`config.mk`:
```
export PLATFORM = sky130hd
export DESIGN_NAME = spectrum_band_peak_binner
export DESIGN_NICKNAME = d
export VERILOG_FILES = /design/src/hdl/sbpb_pkg.sv /design/src/hdl/sbpb_ram.sv /design/src/hdl/sbpb_queue.sv /design/src/hdl/sbpb_front.sv /design/src/hdl/sbpb_back.sv /design/src/hdl/spectrum_band_peak_binner.sv
export VERILOG_INCLUDE_DIRS = /design/src /design/src/hdl
export SDC_FILE = /design/constraint.sdc
export NUM_CORES = 1
export LEC_CHECK = 0
export BUFFER_PORTS_ARGS = -buffer_cell sky130_fd_sc_hd__buf_2
export CORE_UTILIZATION = 50
export CTS_CLUSTER_DIAMETER = 200
export DETAILED_ROUTE_END_ITERATION = 7
export HOLD_SLACK_MARGIN = 0.12
export MAX_ROUTING_LAYER = met4
export PLACE_DENSITY = 0.69
export SYNTH_ARGS = -nofsm -noshare
export SYNTH_HDL_FRONTEND = slang
export SYNTH_HIERARCHICAL = 1
export SYNTH_SLANG_ARGS = --single-unit
export TNS_END_PERCENT = 1
```
`constraint.sdc`:
```
create_clock -name aclk -period 9.4 [get_ports aclk]
set_clock_uncertainty 0.15 [all_clocks]
set_input_delay 1.41 -clock aclk [delete_from_list [all_inputs] [get_ports aclk]]
set_output_delay 1.41 -clock aclk [all_outputs]
set_load 0.01 [all_outputs]
```
`src/hdl/spectrum_band_peak_binner_defines.svh`:
```
// assertion helpers for the band peak binner
`ifndef SPECTRUM_BAND_PEAK_BINNER_DEFINES_SVH
`define SPECTRUM_BAND_PEAK_BINNER_DEFINES_SVH

// consequent must hold in the same cycle as the antecedent
`define SBPB_ASSERT_NOW(label, clk, rstn, ante, cons, msg) \
    label: assert property (@(posedge clk) disable iff (!(rstn)) (ante) |-> (cons)) \
        else $error(msg);

// consequent must hold in the cycle after the antecedent
`define SBPB_ASSERT_NEXT(label, clk, rstn, ante, cons, msg) \
    label: assert property (@(posedge clk) disable iff (!(rstn)) (ante) |=> (cons)) \
        else $error(msg);

`endif

```
`src/hdl/sbpb_pkg.sv`:
```
package sbpb_pkg;

    localparam int MAX_BANDS_DEFAULT = 16;
    localparam int QUEUE_DEPTH       = 4;

    localparam int FREQ_W   = 16;
    localparam int LEVEL_W  = 16;
    localparam int NBANDS_W = 7;
    localparam int BAND_W   = 6;
    localparam int PROD_W   = FREQ_W + NBANDS_W;

    localparam logic [LEVEL_W-1:0] AMP_ONE = 16'd32768;

    localparam int CFG_IDX_W  = 2;
    localparam int CFG_DATA_W = 16;
    localparam logic [CFG_IDX_W-1:0] REG_LOW_FREQ     = 2'd0;
    localparam logic [CFG_IDX_W-1:0] REG_HIGH_FREQ    = 2'd1;
    localparam logic [CFG_IDX_W-1:0] REG_BANDS_IN_USE = 2'd2;

    // one classified bin handed from front to back
    typedef struct packed {
        logic [BAND_W-1:0]   band;
        logic [LEVEL_W-1:0]  level;
        logic                clip;
        logic                hit;
        logic                last;
        logic [NBANDS_W-1:0] nbands;
    } bin_entry_t;

    typedef enum logic [1:0] {
        F_IDLE,
        F_MUL,
        F_DIV,
        F_PUSH
    } front_state_t;

    typedef enum logic [1:0] {
        B_IDLE,
        B_UPDATE,
        B_RD_ISSUE,
        B_RD_DATA
    } back_state_t;

endpackage

```
`src/hdl/sbpb_ram.sv`:
```
module sbpb_ram #(
    parameter int WIDTH = 17,
    parameter int DEPTH = 16
) (
    input  logic                  aclk,
    input  logic                  we,
    input  logic [((DEPTH > 1) ? $clog2(DEPTH) : 1)-1:0] waddr,
    input  logic [WIDTH-1:0]      wdata,
    input  logic                  re,
    input  logic [((DEPTH > 1) ? $clog2(DEPTH) : 1)-1:0] raddr,
    output logic [WIDTH-1:0]      rdata
);

    logic [WIDTH-1:0] mem_reg [DEPTH];
    logic [WIDTH-1:0] rdata_reg;

    always_ff @(posedge aclk) begin
        if (we) begin
            mem_reg[waddr] <= wdata;
        end
        if (re) begin
            rdata_reg <= mem_reg[raddr];
        end
    end

    assign rdata = rdata_reg;

endmodule

```
`src/hdl/sbpb_queue.sv`:
```
module sbpb_queue (
    input  logic                 aclk,
    input  logic                 aresetn,
    input  logic                 push,
    input  sbpb_pkg::bin_entry_t push_entry,
    input  logic                 pop,
    output sbpb_pkg::bin_entry_t head,
    output logic                 full,
    output logic                 empty
);

    localparam int PTR_W = (sbpb_pkg::QUEUE_DEPTH > 1) ? $clog2(sbpb_pkg::QUEUE_DEPTH) : 1;
    localparam int CNT_W = $clog2(sbpb_pkg::QUEUE_DEPTH + 1);

    sbpb_pkg::bin_entry_t slot_reg [sbpb_pkg::QUEUE_DEPTH];
    logic [PTR_W-1:0] wr_ptr_reg, wr_ptr_next;
    logic [PTR_W-1:0] rd_ptr_reg, rd_ptr_next;
    logic [CNT_W-1:0] count_reg, count_next;

    function automatic logic [PTR_W-1:0] ptr_inc(input logic [PTR_W-1:0] p);
        logic [PTR_W-1:0] r;
        if (p == PTR_W'(sbpb_pkg::QUEUE_DEPTH - 1)) begin
            r = '0;
        end else begin
            r = p + PTR_W'(1);
        end
        return r;
    endfunction

    assign full  = (count_reg == CNT_W'(sbpb_pkg::QUEUE_DEPTH));
    assign empty = (count_reg == '0);
    assign head  = slot_reg[rd_ptr_reg];

    always_comb begin
        wr_ptr_next = push ? ptr_inc(wr_ptr_reg) : wr_ptr_reg;
        rd_ptr_next = pop ? ptr_inc(rd_ptr_reg) : rd_ptr_reg;
        count_next  = count_reg;
        if (push && !pop) begin
            count_next = count_reg + CNT_W'(1);
        end else if (pop && !push) begin
            count_next = count_reg - CNT_W'(1);
        end
    end

    always_ff @(posedge aclk) begin
        if (!aresetn) begin
            wr_ptr_reg <= '0;
            rd_ptr_reg <= '0;
            count_reg  <= '0;
        end else begin
            wr_ptr_reg <= wr_ptr_next;
            rd_ptr_reg <= rd_ptr_next;
            count_reg  <= count_next;
        end
    end

    always_ff @(posedge aclk) begin
        if (push) begin
            slot_reg[wr_ptr_reg] <= push_entry;
        end
    end

endmodule

```
`src/hdl/sbpb_front.sv`:
```
module sbpb_front #(
    parameter int MAX_BANDS = sbpb_pkg::MAX_BANDS_DEFAULT
) (
    input  logic                          aclk,
    input  logic                          aresetn,
    input  logic                          s_tvalid,
    output logic                          s_tready,
    input  logic [sbpb_pkg::FREQ_W-1:0]   frequency,
    input  logic [sbpb_pkg::LEVEL_W-1:0]  amplitude,
    input  logic                          clip_flag,
    input  logic                          end_of_spectrum,
    input  logic [sbpb_pkg::FREQ_W-1:0]   low_freq,
    input  logic [sbpb_pkg::FREQ_W-1:0]   high_freq,
    input  logic [sbpb_pkg::NBANDS_W-1:0] bands_in_use,
    input  logic                          q_full,
    output logic                          q_push,
    output sbpb_pkg::bin_entry_t          q_entry
);

    localparam int FW = sbpb_pkg::FREQ_W;
    localparam int LW = sbpb_pkg::LEVEL_W;
    localparam int NW = sbpb_pkg::NBANDS_W;
    localparam int PW = sbpb_pkg::PROD_W;
    localparam int BW = sbpb_pkg::BAND_W;

    sbpb_pkg::front_state_t state_reg, state_next;

    logic [FW-1:0] diff_reg, diff_next;
    logic [FW-1:0] span_reg, span_next;
    logic [LW-1:0] amp_reg, amp_next;
    logic          clip_reg, clip_next;
    logic          last_reg, last_next;
    logic          hit_reg, hit_next;
    logic [NW-1:0] n_reg, n_next;
    logic [PW-1:0] rem_reg, rem_next;
    logic [BW-1:0] quo_reg, quo_next;
    logic          step_reg, step_next;

    logic          accept;
    logic [NW-1:0] n_eff;
    logic [PW-1:0] div_rem;
    logic [BW-1:0] div_quo;
    logic [PW-1:0] trial;
    logic [2:0]    sh;

    assign accept = s_tvalid && s_tready;

    // out-of-range band counts fold to one or to the built count
    always_comb begin
        priority if (bands_in_use == '0) begin
            n_eff = NW'(1);
        end else if (bands_in_use > NW'(MAX_BANDS)) begin
            n_eff = NW'(MAX_BANDS);
        end else begin
            n_eff = bands_in_use;
        end
    end

    // three restoring quotient bits per cycle, high half first
    always_comb begin
        div_rem = rem_reg;
        div_quo = quo_reg;
        trial   = '0;
        sh      = '0;
        for (int b = 0; b < 3; b++) begin
            sh    = step_reg ? (3'd2 - 3'(b)) : (3'd5 - 3'(b));
            trial = PW'(span_reg) << sh;
            if (div_rem >= trial) begin
                div_rem     = div_rem - trial;
                div_quo[sh] = 1'b1;
            end
        end
    end

    always_comb begin
        state_next = state_reg;
        unique case (state_reg)
            sbpb_pkg::F_IDLE: if (accept) state_next = sbpb_pkg::F_MUL;
            sbpb_pkg::F_MUL:  state_next = sbpb_pkg::F_DIV;
            sbpb_pkg::F_DIV:  if (step_reg) state_next = sbpb_pkg::F_PUSH;
            sbpb_pkg::F_PUSH: if (!q_full) state_next = sbpb_pkg::F_IDLE;
            default:          state_next = sbpb_pkg::F_IDLE;
        endcase
    end

    always_comb begin
        diff_next = diff_reg;
        span_next = span_reg;
        amp_next  = amp_reg;
        clip_next = clip_reg;
        last_next = last_reg;
        hit_next  = hit_reg;
        n_next    = n_reg;
        rem_next  = rem_reg;
        quo_next  = quo_reg;
        step_next = step_reg;
        s_tready  = 1'b0;
        q_push    = 1'b0;
        unique case (state_reg)
            sbpb_pkg::F_IDLE: begin
                s_tready = 1'b1;
                if (accept) begin
                    diff_next = frequency - low_freq;
                    span_next = high_freq - low_freq;
                    amp_next  = (amplitude > sbpb_pkg::AMP_ONE) ? sbpb_pkg::AMP_ONE : amplitude;
                    clip_next = clip_flag;
                    last_next = end_of_spectrum;
                    hit_next  = (high_freq > low_freq) && (frequency >= low_freq)
                                && (frequency < high_freq);
                    n_next    = n_eff;
                end
            end
            sbpb_pkg::F_MUL: begin
                rem_next  = PW'(diff_reg) * PW'(n_reg);
                quo_next  = '0;
                step_next = 1'b0;
            end
            sbpb_pkg::F_DIV: begin
                rem_next  = div_rem;
                quo_next  = div_quo;
                step_next = !step_reg;
            end
            sbpb_pkg::F_PUSH: begin
                q_push = !q_full;
            end
            default: begin
                s_tready = 1'b0;
            end
        endcase
    end

    assign q_entry.band   = quo_reg;
    assign q_entry.level  = amp_reg;
    assign q_entry.clip   = clip_reg;
    assign q_entry.hit    = hit_reg;
    assign q_entry.last   = last_reg;
    assign q_entry.nbands = n_reg;

    always_ff @(posedge aclk) begin
        if (!aresetn) begin
            state_reg <= sbpb_pkg::F_IDLE;
            step_reg  <= 1'b0;
        end else begin
            state_reg <= state_next;
            step_reg  <= step_next;
        end
    end

    always_ff @(posedge aclk) begin
        diff_reg <= diff_next;
        span_reg <= span_next;
        amp_reg  <= amp_next;
        clip_reg <= clip_next;
        last_reg <= last_next;
        hit_reg  <= hit_next;
        n_reg    <= n_next;
        rem_reg  <= rem_next;
        quo_reg  <= quo_next;
    end

endmodule

```
`src/hdl/sbpb_back.sv`:
```
module sbpb_back #(
    parameter int MAX_BANDS = sbpb_pkg::MAX_BANDS_DEFAULT
) (
    input  logic                         aclk,
    input  logic                         aresetn,
    input  logic                         q_empty,
    input  sbpb_pkg::bin_entry_t         q_head,
    output logic                         q_pop,
    output logic                         m_tvalid,
    input  logic                         m_tready,
    output logic [sbpb_pkg::BAND_W-1:0]  band_index,
    output logic [sbpb_pkg::LEVEL_W-1:0] peak_level,
    output logic                         band_clipped,
    output logic                         final_band
);

    localparam int IW = (MAX_BANDS > 1) ? $clog2(MAX_BANDS) : 1;
    localparam int LW = sbpb_pkg::LEVEL_W;
    localparam int NW = sbpb_pkg::NBANDS_W;
    localparam int BW = sbpb_pkg::BAND_W;
    localparam int RW = LW + 1;

    sbpb_pkg::back_state_t state_reg, state_next;

    sbpb_pkg::bin_entry_t entry_reg, entry_next;
    logic [IW-1:0]        k_reg, k_next;
    logic [MAX_BANDS-1:0] valid_reg, valid_next;

    logic          m_tvalid_reg, m_tvalid_next;
    logic [BW-1:0] band_reg, band_next;
    logic [LW-1:0] peak_reg, peak_next;
    logic          clipped_reg, clipped_next;
    logic          final_reg, final_next;

    logic          ram_we;
    logic [IW-1:0] ram_waddr;
    logic [RW-1:0] ram_wdata;
    logic          ram_re;
    logic [IW-1:0] ram_raddr;
    logic [RW-1:0] ram_rdata;

    logic [IW-1:0] upd_idx;
    logic [LW-1:0] old_peak;
    logic          old_clip;
    logic [LW-1:0] rd_peak;
    logic          rd_clip;
    logic          out_free;
    logic          k_last;

    sbpb_ram #(
        .WIDTH (RW),
        .DEPTH (MAX_BANDS)
    ) u_band_ram (
        .aclk  (aclk),
        .we    (ram_we),
        .waddr (ram_waddr),
        .wdata (ram_wdata),
        .re    (ram_re),
        .raddr (ram_raddr),
        .rdata (ram_rdata)
    );

    assign upd_idx  = entry_reg.band[IW-1:0];
    assign old_peak = valid_reg[upd_idx] ? ram_rdata[LW-1:0] : '0;
    assign old_clip = valid_reg[upd_idx] && ram_rdata[LW];
    assign rd_peak  = valid_reg[k_reg] ? ram_rdata[LW-1:0] : '0;
    assign rd_clip  = valid_reg[k_reg] && ram_rdata[LW];
    assign out_free = !m_tvalid_reg || m_tready;
    assign k_last   = (NW'(k_reg) == (entry_reg.nbands - NW'(1)));

    always_comb begin
        state_next = state_reg;
        unique case (state_reg)
            sbpb_pkg::B_IDLE: begin
                if (!q_empty) begin
                    priority if (q_head.hit) begin
                        state_next = sbpb_pkg::B_UPDATE;
                    end else if (q_head.last) begin
                        state_next = sbpb_pkg::B_RD_ISSUE;
                    end
                end
            end
            sbpb_pkg::B_UPDATE: begin
                state_next = entry_reg.last ? sbpb_pkg::B_RD_ISSUE : sbpb_pkg::B_IDLE;
            end
            sbpb_pkg::B_RD_ISSUE: state_next = sbpb_pkg::B_RD_DATA;
            sbpb_pkg::B_RD_DATA: begin
                if (out_free) begin
                    state_next = k_last ? sbpb_pkg::B_IDLE : sbpb_pkg::B_RD_ISSUE;
                end
            end
            default: state_next = sbpb_pkg::B_IDLE;
        endcase
    end

    always_comb begin
        entry_next    = entry_reg;
        k_next        = k_reg;
        valid_next    = valid_reg;
        m_tvalid_next = m_tvalid_reg && !m_tready;
        band_next     = band_reg;
        peak_next     = peak_reg;
        clipped_next  = clipped_reg;
        final_next    = final_reg;
        q_pop         = 1'b0;
        ram_we        = 1'b0;
        ram_waddr     = upd_idx;
        ram_wdata     = {old_clip | entry_reg.clip,
                         (entry_reg.level > old_peak) ? entry_reg.level : old_peak};
        ram_re        = 1'b0;
        ram_raddr     = k_reg;
        unique case (state_reg)
            sbpb_pkg::B_IDLE: begin
                if (!q_empty) begin
                    q_pop      = 1'b1;
                    entry_next = q_head;
                    ram_re     = 1'b1;
                    ram_raddr  = q_head.band[IW-1:0];
                    k_next     = '0;
                end
            end
            sbpb_pkg::B_UPDATE: begin
                ram_we              = 1'b1;
                valid_next[upd_idx] = 1'b1;
                k_next              = '0;
            end
            sbpb_pkg::B_RD_ISSUE: begin
                ram_re = 1'b1;
            end
            sbpb_pkg::B_RD_DATA: begin
                if (out_free) begin
                    m_tvalid_next = 1'b1;
                    band_next     = BW'(k_reg);
                    peak_next     = rd_peak;
                    clipped_next  = rd_clip;
                    final_next    = k_last;
                    if (k_last) begin
                        valid_next = '0;
                    end else begin
                        k_next = k_reg + IW'(1);
                    end
                end
            end
            default: begin
                q_pop = 1'b0;
            end
        endcase
    end

    assign m_tvalid     = m_tvalid_reg;
    assign band_index   = band_reg;
    assign peak_level   = peak_reg;
    assign band_clipped = clipped_reg;
    assign final_band   = final_reg;

    always_ff @(posedge aclk) begin
        if (!aresetn) begin
            state_reg    <= sbpb_pkg::B_IDLE;
            valid_reg    <= '0;
            m_tvalid_reg <= 1'b0;
        end else begin
            state_reg    <= state_next;
            valid_reg    <= valid_next;
            m_tvalid_reg <= m_tvalid_next;
        end
    end

    always_ff @(posedge aclk) begin
        entry_reg   <= entry_next;
        k_reg       <= k_next;
        band_reg    <= band_next;
        peak_reg    <= peak_next;
        clipped_reg <= clipped_next;
        final_reg   <= final_next;
    end

endmodule

```
`src/hdl/spectrum_band_peak_binner.sv`:
```
// Spectrum band peak binner. Takes the bins of one spectrum, one per s_ transaction, and
// sorts each bin with low_freq <= frequency < high_freq into band
// floor((frequency - low_freq) * N / (high_freq - low_freq)), N being bands_in_use folded
// into 1..MAX_BANDS. Each band holds the largest amplitude seen (saturated to 1.0 in Q1.15)
// and the OR of its clip flags. The bin carrying s_tlast is binned first, then bands
// 0..N-1 go out as m_ transactions in order, m_tlast on the last, and all bands clear.
// The front holds one bin at a time: capture, 16x7 multiply, a divider giving three
// quotient bits per cycle, hand-off into a 4-entry queue (waiting while it is full). The
// back drops an ignored bin as it pops it and puts a binned bin through the band memory's
// read-modify-write, so the front sets the sustained rate. Each band's readout waits on the
// registered band memory read and on m_tready. Config writes belong in idle periods only.
`include "spectrum_band_peak_binner_defines.svh"

module spectrum_band_peak_binner #(
    parameter int MAX_BANDS = sbpb_pkg::MAX_BANDS_DEFAULT
) (
    input  logic                              aclk,
    input  logic                              aresetn,
    // config write port
    input  logic                              cfg_we,
    input  logic [sbpb_pkg::CFG_IDX_W-1:0]    cfg_index,
    input  logic [sbpb_pkg::CFG_DATA_W-1:0]   cfg_wdata,
    // bin input
    input  logic                              s_tvalid,
    output logic                              s_tready,
    input  logic [39:0]                       s_tdata,  // frequency, amplitude, clip_flag, zero pad
    input  logic                              s_tlast,  // end_of_spectrum
    // band output
    output logic                              m_tvalid,
    input  logic                              m_tready,
    output logic [23:0]                       m_tdata,  // band_index, peak_level, band_clipped, zero pad
    output logic                              m_tlast   // final_band
);

    localparam int FW = sbpb_pkg::FREQ_W;
    localparam int LW = sbpb_pkg::LEVEL_W;
    localparam int NW = sbpb_pkg::NBANDS_W;
    localparam int BW = sbpb_pkg::BAND_W;

    // config registers
    logic [FW-1:0] low_freq_reg, low_freq_next;
    logic [FW-1:0] high_freq_reg, high_freq_next;
    logic [NW-1:0] bands_reg, bands_next;

    // front to queue to back
    logic                 q_push;
    logic                 q_pop;
    logic                 q_full;
    logic                 q_empty;
    sbpb_pkg::bin_entry_t q_entry;
    sbpb_pkg::bin_entry_t q_head;

    // output fields
    logic [BW-1:0] band_index;
    logic [LW-1:0] peak_level;
    logic          band_clipped;

    // unknown register index leaves everything as is
    always_comb begin
        low_freq_next  = low_freq_reg;
        high_freq_next = high_freq_reg;
        bands_next     = bands_reg;
        if (cfg_we) begin
            unique case (cfg_index)
                sbpb_pkg::REG_LOW_FREQ:     low_freq_next  = cfg_wdata[FW-1:0];
                sbpb_pkg::REG_HIGH_FREQ:    high_freq_next = cfg_wdata[FW-1:0];
                sbpb_pkg::REG_BANDS_IN_USE: bands_next     = cfg_wdata[NW-1:0];
                default:                    bands_next     = bands_reg;
            endcase
        end
    end

    always_ff @(posedge aclk) begin
        if (!aresetn) begin
            low_freq_reg  <= '0;
            high_freq_reg <= FW'(1000);
            bands_reg     <= NW'(16);
        end else begin
            low_freq_reg  <= low_freq_next;
            high_freq_reg <= high_freq_next;
            bands_reg     <= bands_next;
        end
    end

    // classify: range check, band index by multiply and divide
    sbpb_front #(
        .MAX_BANDS (MAX_BANDS)
    ) u_front (
        .aclk            (aclk),
        .aresetn         (aresetn),
        .s_tvalid        (s_tvalid),
        .s_tready        (s_tready),
        .frequency       (s_tdata[15:0]),
        .amplitude       (s_tdata[31:16]),
        .clip_flag       (s_tdata[32]),
        .end_of_spectrum (s_tlast),
        .low_freq        (low_freq_reg),
        .high_freq       (high_freq_reg),
        .bands_in_use    (bands_reg),
        .q_full          (q_full),
        .q_push          (q_push),
        .q_entry         (q_entry)
    );

    // decouples classification from the band memory updates and readout
    sbpb_queue u_queue (
        .aclk       (aclk),
        .aresetn    (aresetn),
        .push       (q_push),
        .push_entry (q_entry),
        .pop        (q_pop),
        .head       (q_head),
        .full       (q_full),
        .empty      (q_empty)
    );

    // band memory update, readout and clear, output register
    sbpb_back #(
        .MAX_BANDS (MAX_BANDS)
    ) u_back (
        .aclk         (aclk),
        .aresetn      (aresetn),
        .q_empty      (q_empty),
        .q_head       (q_head),
        .q_pop        (q_pop),
        .m_tvalid     (m_tvalid),
        .m_tready     (m_tready),
        .band_index   (band_index),
        .peak_level   (peak_level),
        .band_clipped (band_clipped),
        .final_band   (m_tlast)
    );

    assign m_tdata = {1'b0, band_clipped, peak_level, band_index};

    // queue is never pushed when full nor popped when empty
    `SBPB_ASSERT_NOW(a_no_overflow, aclk, aresetn, q_push, !q_full, "queue push while full")
    `SBPB_ASSERT_NOW(a_no_underflow, aclk, aresetn, q_pop, !q_empty, "queue pop while empty")
    // front holds one bin at a time
    `SBPB_ASSERT_NEXT(a_one_bin, aclk, aresetn, s_tvalid && s_tready, !s_tready, "bins back to back")

endmodule
```
# Word-level counts from Yosys, hierarchy flattened
# Memories as Yosys holds them, arrays and structs flattened. A register that Yosys moved wholly into a read port is not among the register bits.
# Cells that the tools add are included.
dict set report totals {
  regBits 210
  ramBits 400
  wordCells 196
  mem_count 2
}
dict set report classes {
  addsub 11
  n_mul 1
  magnitude_cmp 18
  eq_ne 20
  shifts 3
  n_mux 65
  bitwise_logic 6
  n_reduce_logical 39
}
# name words width read_ports rd_ports_with_merged_regs wr line_no
set mem_list {}
lappend mem_list {u_back.u_band_ram.mem_reg 16 17 1 1 1 sbpb_ram.sv:14} ;# logic [WIDTH-1:0] mem_reg [DEPTH];
lappend mem_list {u_queue.slot_reg 4 32 1 1 1 sbpb_queue.sv:15} ;# sbpb_pkg::bin_entry_t slot_reg [sbpb_pkg::QUEUE_DEPTH];
# cell count
set op_table {}
lappend op_table {{$ge A23 B23 Y1} 3}
lappend op_table {{$mux W23} 3}
lappend op_table {{$shl A16 B3 Y23} 3}
lappend op_table {{$sub A23 B23 Y23} 3}
lappend op_table {{$mux W16} 4}
lappend op_table {{$pmux W23 S2} 1}
lappend op_table {{$gt A16 B16 Y1} 2}
lappend op_table {{$pmux W16 S2} 1}
lappend op_table {{$sub A16 B16 Y16} 2}
lappend op_table {{$mux W2} 14}
lappend op_table {{$mul A16 B7 Y23} 1}
lappend op_table {{$mux W4} 5}
lappend op_table {{$mux W6} 3}
lappend op_table {{$or A6 B6 Y6} 3}
lappend op_table {{$mux W1} 17}
lappend op_table {{$ge A16 B16 Y1} 1}
lappend op_table {{$gt A16 B16 Y1 const B} 1}
lappend op_table {{$lt A16 B16 Y1} 1}
lappend op_table {{$or A16 B16 Y16} 1}
lappend op_table {{$pmux W2 S4} 2}
lappend op_table {{$eq A2 B2 Y1 const B} 7}
lappend op_table {{$logic_and A1 B1 Y1} 12}
lappend op_table {{$lt A3 B4 Y1 const B} 3}
lappend op_table {{$mux W3} 4}
lappend op_table {{other kinds (35)} 66}

# Longest topological paths before layout
# Gate-level depths: netlist of the first run.
dict set report logic_depth {
  ltp_word 12
  ltp_mapped 44
  mapped_depth_nobuf 40
}

# By module
# Netlist of the first run, hierarchy kept.
# module instances cells_per_inst area_each_um2 seq_area_each_um2
set by_module_without_submodules {}
lappend by_module_without_submodules {sbpb_front 1 1501 12778.5 2672.6}
lappend by_module_without_submodules {sbpb_ram 1 458 10807.9 8678.3}
lappend by_module_without_submodules {sbpb_queue 1 211 5116.2 4023.9}
lappend by_module_without_submodules {sbpb_back 1 286 3643.5 2031.9}
lappend by_module_without_submodules {spectrum_band_peak_binner 1 151 1592.8 780.7}

# Worst setup path after synthesis of the first run
# Ideal clock, no wire load.
dict set report synth_timing {
  kind {register to register}
  start {register u_front.step_reg}
  end {register u_front.rem_reg[18], data pin}
  t_arrival_ns 9.245
  required_time_ns 8.989
  setup_slack_ns -0.256
  stages_incl_launch_ff 43
  synth_period_minus_slack_ns 9.656
  cell_sequence {dfxtp_1 > clkbuf_1 > buf_1 > mux2i_1 > ha_1 > buf_2 > a21o_1 > a31o_1 > a211oi_2 > a21boi_2 > nor2_2 > clkbuf_1 > mux2i_1 > inv_1 > ha_1 > nor2b_1 > o21a_1 > o21ai_0 > (+7 left out) > mux2_2 > inv_1 > ha_1 > nor2b_1 > o21ai_0 > a21boi_0 > o311a_1 > o21ai_0 > a21oi_1 > o21ai_0 > a21boi_0 > o41ai_1 > o31ai_1 > or4_4 > buf_6 > o211a_2 > and3b_1 > a221o_1}
}
dict set report synth_via {
  elab_chain_len 9
  word_cells_on_any_way 16
  cone_classes {add/sub (3); order compare (3); shift (3); mux (7)}
}
# element line_no
set synth_lines {}
lappend synth_lines {{start, declared} sbpb_front.sv:37} ;# logic step_reg, step_next;
lappend synth_lines {{start signal, assigned} sbpb_front.sv:145} ;# step_reg <= step_next;
lappend synth_lines {{$mux W3} sbpb_front.sv:66} ;# sh = step_reg ? (3'd2 - 3'(b)) : (3'd5 - 3'(b));
lappend synth_lines {{$shl A16 B3 Y23} sbpb_front.sv:67} ;# trial = PW'(span_reg) << sh;
lappend synth_lines {{$sub A23 B23 Y23 / $ge A23 B23 Y1 (equally long branches)} {sbpb_front.sv:69, sbpb_front.sv:68}}
lappend synth_lines {{$mux W23} sbpb_front.sv:68} ;# if (div_rem >= trial) begin
lappend synth_lines {{$sub A23 B23 Y23 / $ge A23 B23 Y1 (equally long branches)} {sbpb_front.sv:69, sbpb_front.sv:68}}
lappend synth_lines {{$mux W23} sbpb_front.sv:68}
lappend synth_lines {{$sub A23 B23 Y23 / $ge A23 B23 Y1 (equally long branches)} {sbpb_front.sv:69, sbpb_front.sv:68}}
lappend synth_lines {{$mux W23 *} sbpb_front.sv:68}
lappend synth_lines {{$pmux W23 S2 *} sbpb_front.sv:99} ;# unique case (state_reg)
lappend synth_lines {{net u_front.rem_next[18]} sbpb_front.sv:35} ;# logic [PW-1:0] rem_reg, rem_next;
lappend synth_lines {{end signal, assigned} sbpb_front.sv:157} ;# rem_reg <= rem_next;
lappend synth_lines {{end, declared} sbpb_front.sv:35}
# Mark *: on every way through the listed nets, which the timed path passes. The rest lies on a longest branch.
# A chain may end at the register's enable or synchronous reset.

# Worst setup path in the final report of the first run
dict set report layout_timing {
  start {register u_front.step_reg}
  end {register u_front.rem_reg[3], data pin}
}
# The elaborated chain is that of the path after synthesis.

==> impl_metrics.yaml, run 1 <==
placement:
  gp_congestion: 0.929
  io_buffers: 80
  dp.cells: 3548
  hpwlAfterDp_um: 53500
global_route:
  grt_max_degree: 69
  track_usage: 0.233
  grt_first_pass_wirelength_um: 119000
  gr-usage-met3: 0.0216
  met2_usage: 0.407
  grt_pass1_vias: 21208
  antenna_found_initial: 0
  overflow: 0
  grt_busiest_layer: "met2"
  gr-usage-met1: 0.291
die:
  rows: 94
  core_sq_mm: 0.0661
  start_util: 0.508
  die_area_sq_mm: 0.0682
  die_w_um: 261
  io_pins: 91
  die_h_um: 261
timing:
  hold_viol_final: 0
  drv_slew: 0
  post-route-period-util: 0.951
  slew_headroom: 0.0779
  finalSetupViolCount: 0
  tightest_slew_ps: 1340
  fin_hold_ws_ps: 306
  fin_crit_ps: 8940
  maxClockFrequency_mhz: 112
critical_path:
  reg2regPathDepth: 41
  worst_setup_path_end_kind: "register"
  timing.critical_path.mode_cell: "buf_4"
  r2r_end: "u_front/rem_reg[3]"
  cp-start-kind: "register"
  timing.rr.start: "u_front/step_reg"
  worstPathMaxFanout: 17
  slowest_stage: "or4_4"
  r2r_setup_slack_ps: 460
  crit_required_ps: 9610
  cpPeakStageDelay_ps: 570
  critPathKind: "register to register"
  crit_arrival_ps: 9160
hold_path:
  hold_depth: 2
  hold_path_end: "low_freq_reg[10]"
  hp-start: "low_freq_reg[10]"
  min_path_type: "register to register"
layout:
  regArea_sq_mm: 0.0179
  nFillCells: 5295
  largest_reg_flops: 272
  drive_gt1_frac: 0.158
  multi_input_area_sq_mm: 0.0145
  final_cells: 3663
  diodes: 0
  area_growth_syn_to_layout_pct: 11.6
  fin_nets: 3063
clocking:
  cts_sinks: 619
  cts-root-buf: "clkbuf_16"
  numCtsBuffers: 61
  cts_buffer_depth: 3
  cts_hold_buf: 0
  cts_tree: "built"
  cts_setup_buffers: 0
  clk_pin_slew_ps: 60
  clock_latency_ps: 670
  cts_max_level: 2
route:
  vias_per_cell: 5.82
  drcViolationCount: 4
  drt_wl_total_um: 77500
  postRouteAntennaNets: 0
  drtIter0Drc: 1533
  num_vias: 21315
  first_pass_iters: 8
  wire_per_inst_um: 21.2
logic_synthesis:
  yosysWarnings: 6
  syn_area_per_cell_sq_um: 13.0
  netlist_instances: 2590
  synth_area_sq_mm: 0.0336
outcome:
  outcome: "finished, violations left"
  violations: "DRC"
run:
  maxCapViolCount: 0
[final cells by class]
type	instances	area share
Sequential cell	619	0.478
Multi-Input combinational cell	1701	0.388
Clock buffer	78	0.0430
Timing Repair Buffer	182	0.0323
Tap cell	864	0.0289
Inverter	184	0.0184
Clock inverter	35	0.0114
[cells in the final DEF (no fill, tap or decap), types with 26 or more instances in the layout]
| cell | instances |
|---|---|
| a22oi_1 | 36 |
| a21oi_1 | 102 |
| edfxtp_1 | 549 |
| nor3_1 | 34 |
| and2_1 | 60 |
| fa_1 | 75 |
| xor2_1 | 34 |
| nor2_1 | 119 |
| nor2b_1 | 43 |
| xnor2_1 | 59 |
| buf_4 | 99 |
| mux2i_1 | 95 |
| dfxtp_1 | 68 |
| mux4_2 | 100 |
| buf_2 | 80 |
| o21ai_0 | 72 |
| nand3_1 | 26 |
| nand2_1 | 295 |
| a21o_1 | 48 |
| ha_1 | 174 |
| clkbuf_16 | 62 |
| inv_1 | 184 |
[layer usage]
layer  wire length (um)  vias up
met5                  0        -
met4               1500        0
met3               3840       90
met2              40700      558
met1              31400    10768
li1                   -     9899
[how the worst max path moves through the flow]
stage / slack, ps / cells past startpoint / to / start
5_1_grt: -40 / 42 / u_front/rem_reg[11] / u_front/step_reg
6_report: 460 / 41 / u_front/rem_reg[3] / u_front/step_reg
2_1_floorplan: 40 / 41 / u_front/rem_reg[18] / u_front/step_reg
3_5_place_dp: 60 / 38 / u_front/rem_reg[3] / u_front/step_reg
4_1_cts: 20 / 39 / u_front/rem_reg[3] / u_front/step_reg
3_3_place_gp: 110 / 38 / u_front/rem_reg[3] / u_front/step_reg
[per-stage QoR]
| step | setup slack [ps] | setup TNS [ps] | instance area, sq um | utilization |
|---|---|---|---|---|
| after CTS | 16.5 | 0 | 37400 | 0.565 |
| after global placement | 115 | 0 | 35300 | 0.534 |
| final | 456 | 0 | 37500 | 0.567 |
| after detailed placement | 64.2 | 0 | 35300 | 0.534 |
| after floorplan | 35.5 | 0 | 33600 | - |
| after global routing | -38.8 | -53.1 | 37500 | 0.567 |
[critical path, delay by kind of cell, from the launching register on]
kind | cells | cell delay (ps)
and+or+nand+nor | 10 | 1960
DFF | 1 | 420
muxes | 3 | 930
adders and majority gates | 3 | 820
buffers and inverters | 8 | 1250
AOI/OAI and AO/OA | 16 | 3060
xor gates and xnor gates | 1 | 60
[repair_timing]
| action | 4_1_cts | 5_1_grt |
|---|---|---|
| setup endpoints to repair | 1 | 24 |
| resized for setup | 1 | 17 |
| pin swaps | 0 | 1 |
| cloned | 0 | 1 |
Power of run 1 is left out: the tool's default activity adds up to more than one toggle a clock period on the data nets, which glitch-free logic cannot reach.
==> run 2: changes to the inputs <==
Settings changed: CORE_ASPECT_RATIO set to 0.9, GPL_TIMING_DRIVEN set to 0.
==> impl_metrics.yaml, run 2 (synthesis gave the netlist of run 1 again) <==
die:
  die_h_um: 248
  start_util: 0.509
  core_sq_mm: 0.0659
  die_area_sq_mm: 0.0682
  io_pins: 91
  rows: 89
  die_w_um: 275
global_route:
  antenna_found_initial: 0
  track_usage: 0.237
  grt_first_pass_wirelength_um: 120000
  grt_pass1_vias: 21305
  overflow: 0
  grt_max_degree: 38
critical_path:
  slowest_stage: "or4_4"
  worst_setup_path_end_kind: "register"
  crit_arrival_ps: 9340
  cp-start-kind: "register"
  timing.critical_path.mode_cell: "nand2_1"
  worstPathMaxFanout: 10
  critPathKind: "register to register"
  crit_required_ps: 9600
  cpPeakStageDelay_ps: 560
outcome:
  outcome: "finished, violations left"
  violations: "DRC"
timing:
  fin_hold_ws_ps: 310
  slew_headroom: 0.133
  maxClockFrequency_mhz: 109
  fin_crit_ps: 9140
  post-route-period-util: 0.972
  drv_slew: 0
  tightest_slew_ps: 1300
  finalSetupViolCount: 0
  hold_viol_final: 0
clocking:
  cts_hold_buf: 0
  cts_sinks: 619
  cts-root-buf: "clkbuf_16"
  cts_tree: "built"
  clock_latency_ps: 670
  clk_pin_slew_ps: 60
  cts_buffer_depth: 3
  cts_max_level: 2
  numCtsBuffers: 58
layout:
  nFillCells: 5165
  final_common_cell: "edfxtp_1"
  regArea_sq_mm: 0.0179
  largest_reg_flops: 272
  diodes: 0
  layout_common_cells: "edfxtp_1, nand2_1, inv_1"
  drive_gt1_frac: 0.179
  fin_nets: 3107
  multi_input_area_sq_mm: 0.0148
  area_growth_syn_to_layout_pct: 14.2
  fin_util: 0.581
route:
  postRouteAntennaNets: 0
  drtIter0Drc: 1541
  first_pass_iters: 7
  num_vias: 21672
  wire_per_inst_um: 21.3
  drt_wl_total_um: 79100
  drcViolationCount: 4
  vias_per_cell: 5.85
placement:
  gp_congestion: 0.919
  hpwlAfterDp_um: 57900
  io_buffers: 77
run:
  maxCapViolCount: 0
hold_path:
  min_path_type: "register to register"
## run 2: changes by cell type in the layout (fill, tap and decap cells not counted), moves of 9 or more
cell	change
mux2i_1	-12
mux2i_2	+11
clkbuf_1	+23
buf_6	+25
buf_4	-58
buf_2	+19
nor2_2	+9
nor2_1	-9
buf_8	+16
## run 2: critical path, delay by kind of cell (launching register included)
kind,cells,cell delay [ps]
compound gates,13,2340
simple gates,17,3120
fa+ha+maj,3,910
flops,1,410
mux,2,620
buf+inv,8,1300
## run 2: routing by layer
metal | track usage | share of wire | up-vias
met5 | - | 0 | -
met4 | 0.0733 | 0.028 | 0
met3 | 0.0313 | 0.059 | 120
met2 | 0.393 | 0.50 | 646
met1 | 0.305 | 0.42 | 10913
li1 | - | - | 9993
## run 2: per-stage QoR
step | setup WS (ps) | cells | area (sq um) | TNS (ps)
floorplan | 35.5 | 2597 | 33600 | 0
global placement | -3470 | 3538 | 35100 | -71190
detailed placement | -3480 | 3566 | 35600 | -71650
CTS | 25.4 | 3682 | 37900 | 0
global route | -68.0 | 3707 | 38300 | -159
finish | 261 | 3707 | 38300 | 0
## run 2: worst paths after layout
path | startpoint | endpoint | slack (ps) | depth (start not counted)
setup reg to reg | u_front/step_reg | u_front/rem_reg[18] | 260 | 43
hold / removal | low_freq_reg[11] | low_freq_reg[11] | 310 | 2
setup / recovery | u_front/step_reg | u_front/rem_reg[18] | 260 | 43
hold reg to reg | low_freq_reg[11] | low_freq_reg[11] | 310 | 2
## run 2: cell type report
class	instances	area share
inverter	184	0.0181
sequential	619	0.467
clock buffer	68	0.0394
tap	864	0.0282
clock inverter	42	0.0157
multi-input combinational	1701	0.387
timing repair buffer	138	0.0279
buffer	91	0.0166
## run 2: repair_timing
action | CTS | global route
resized for setup | 54 | 46
cloned | 0 | 1
setup buffers | 8 | 23
endpoints found under the setup margin | 25 | 23
pin swaps | 6 | 14
Power of run 2 is left out for the same reason.
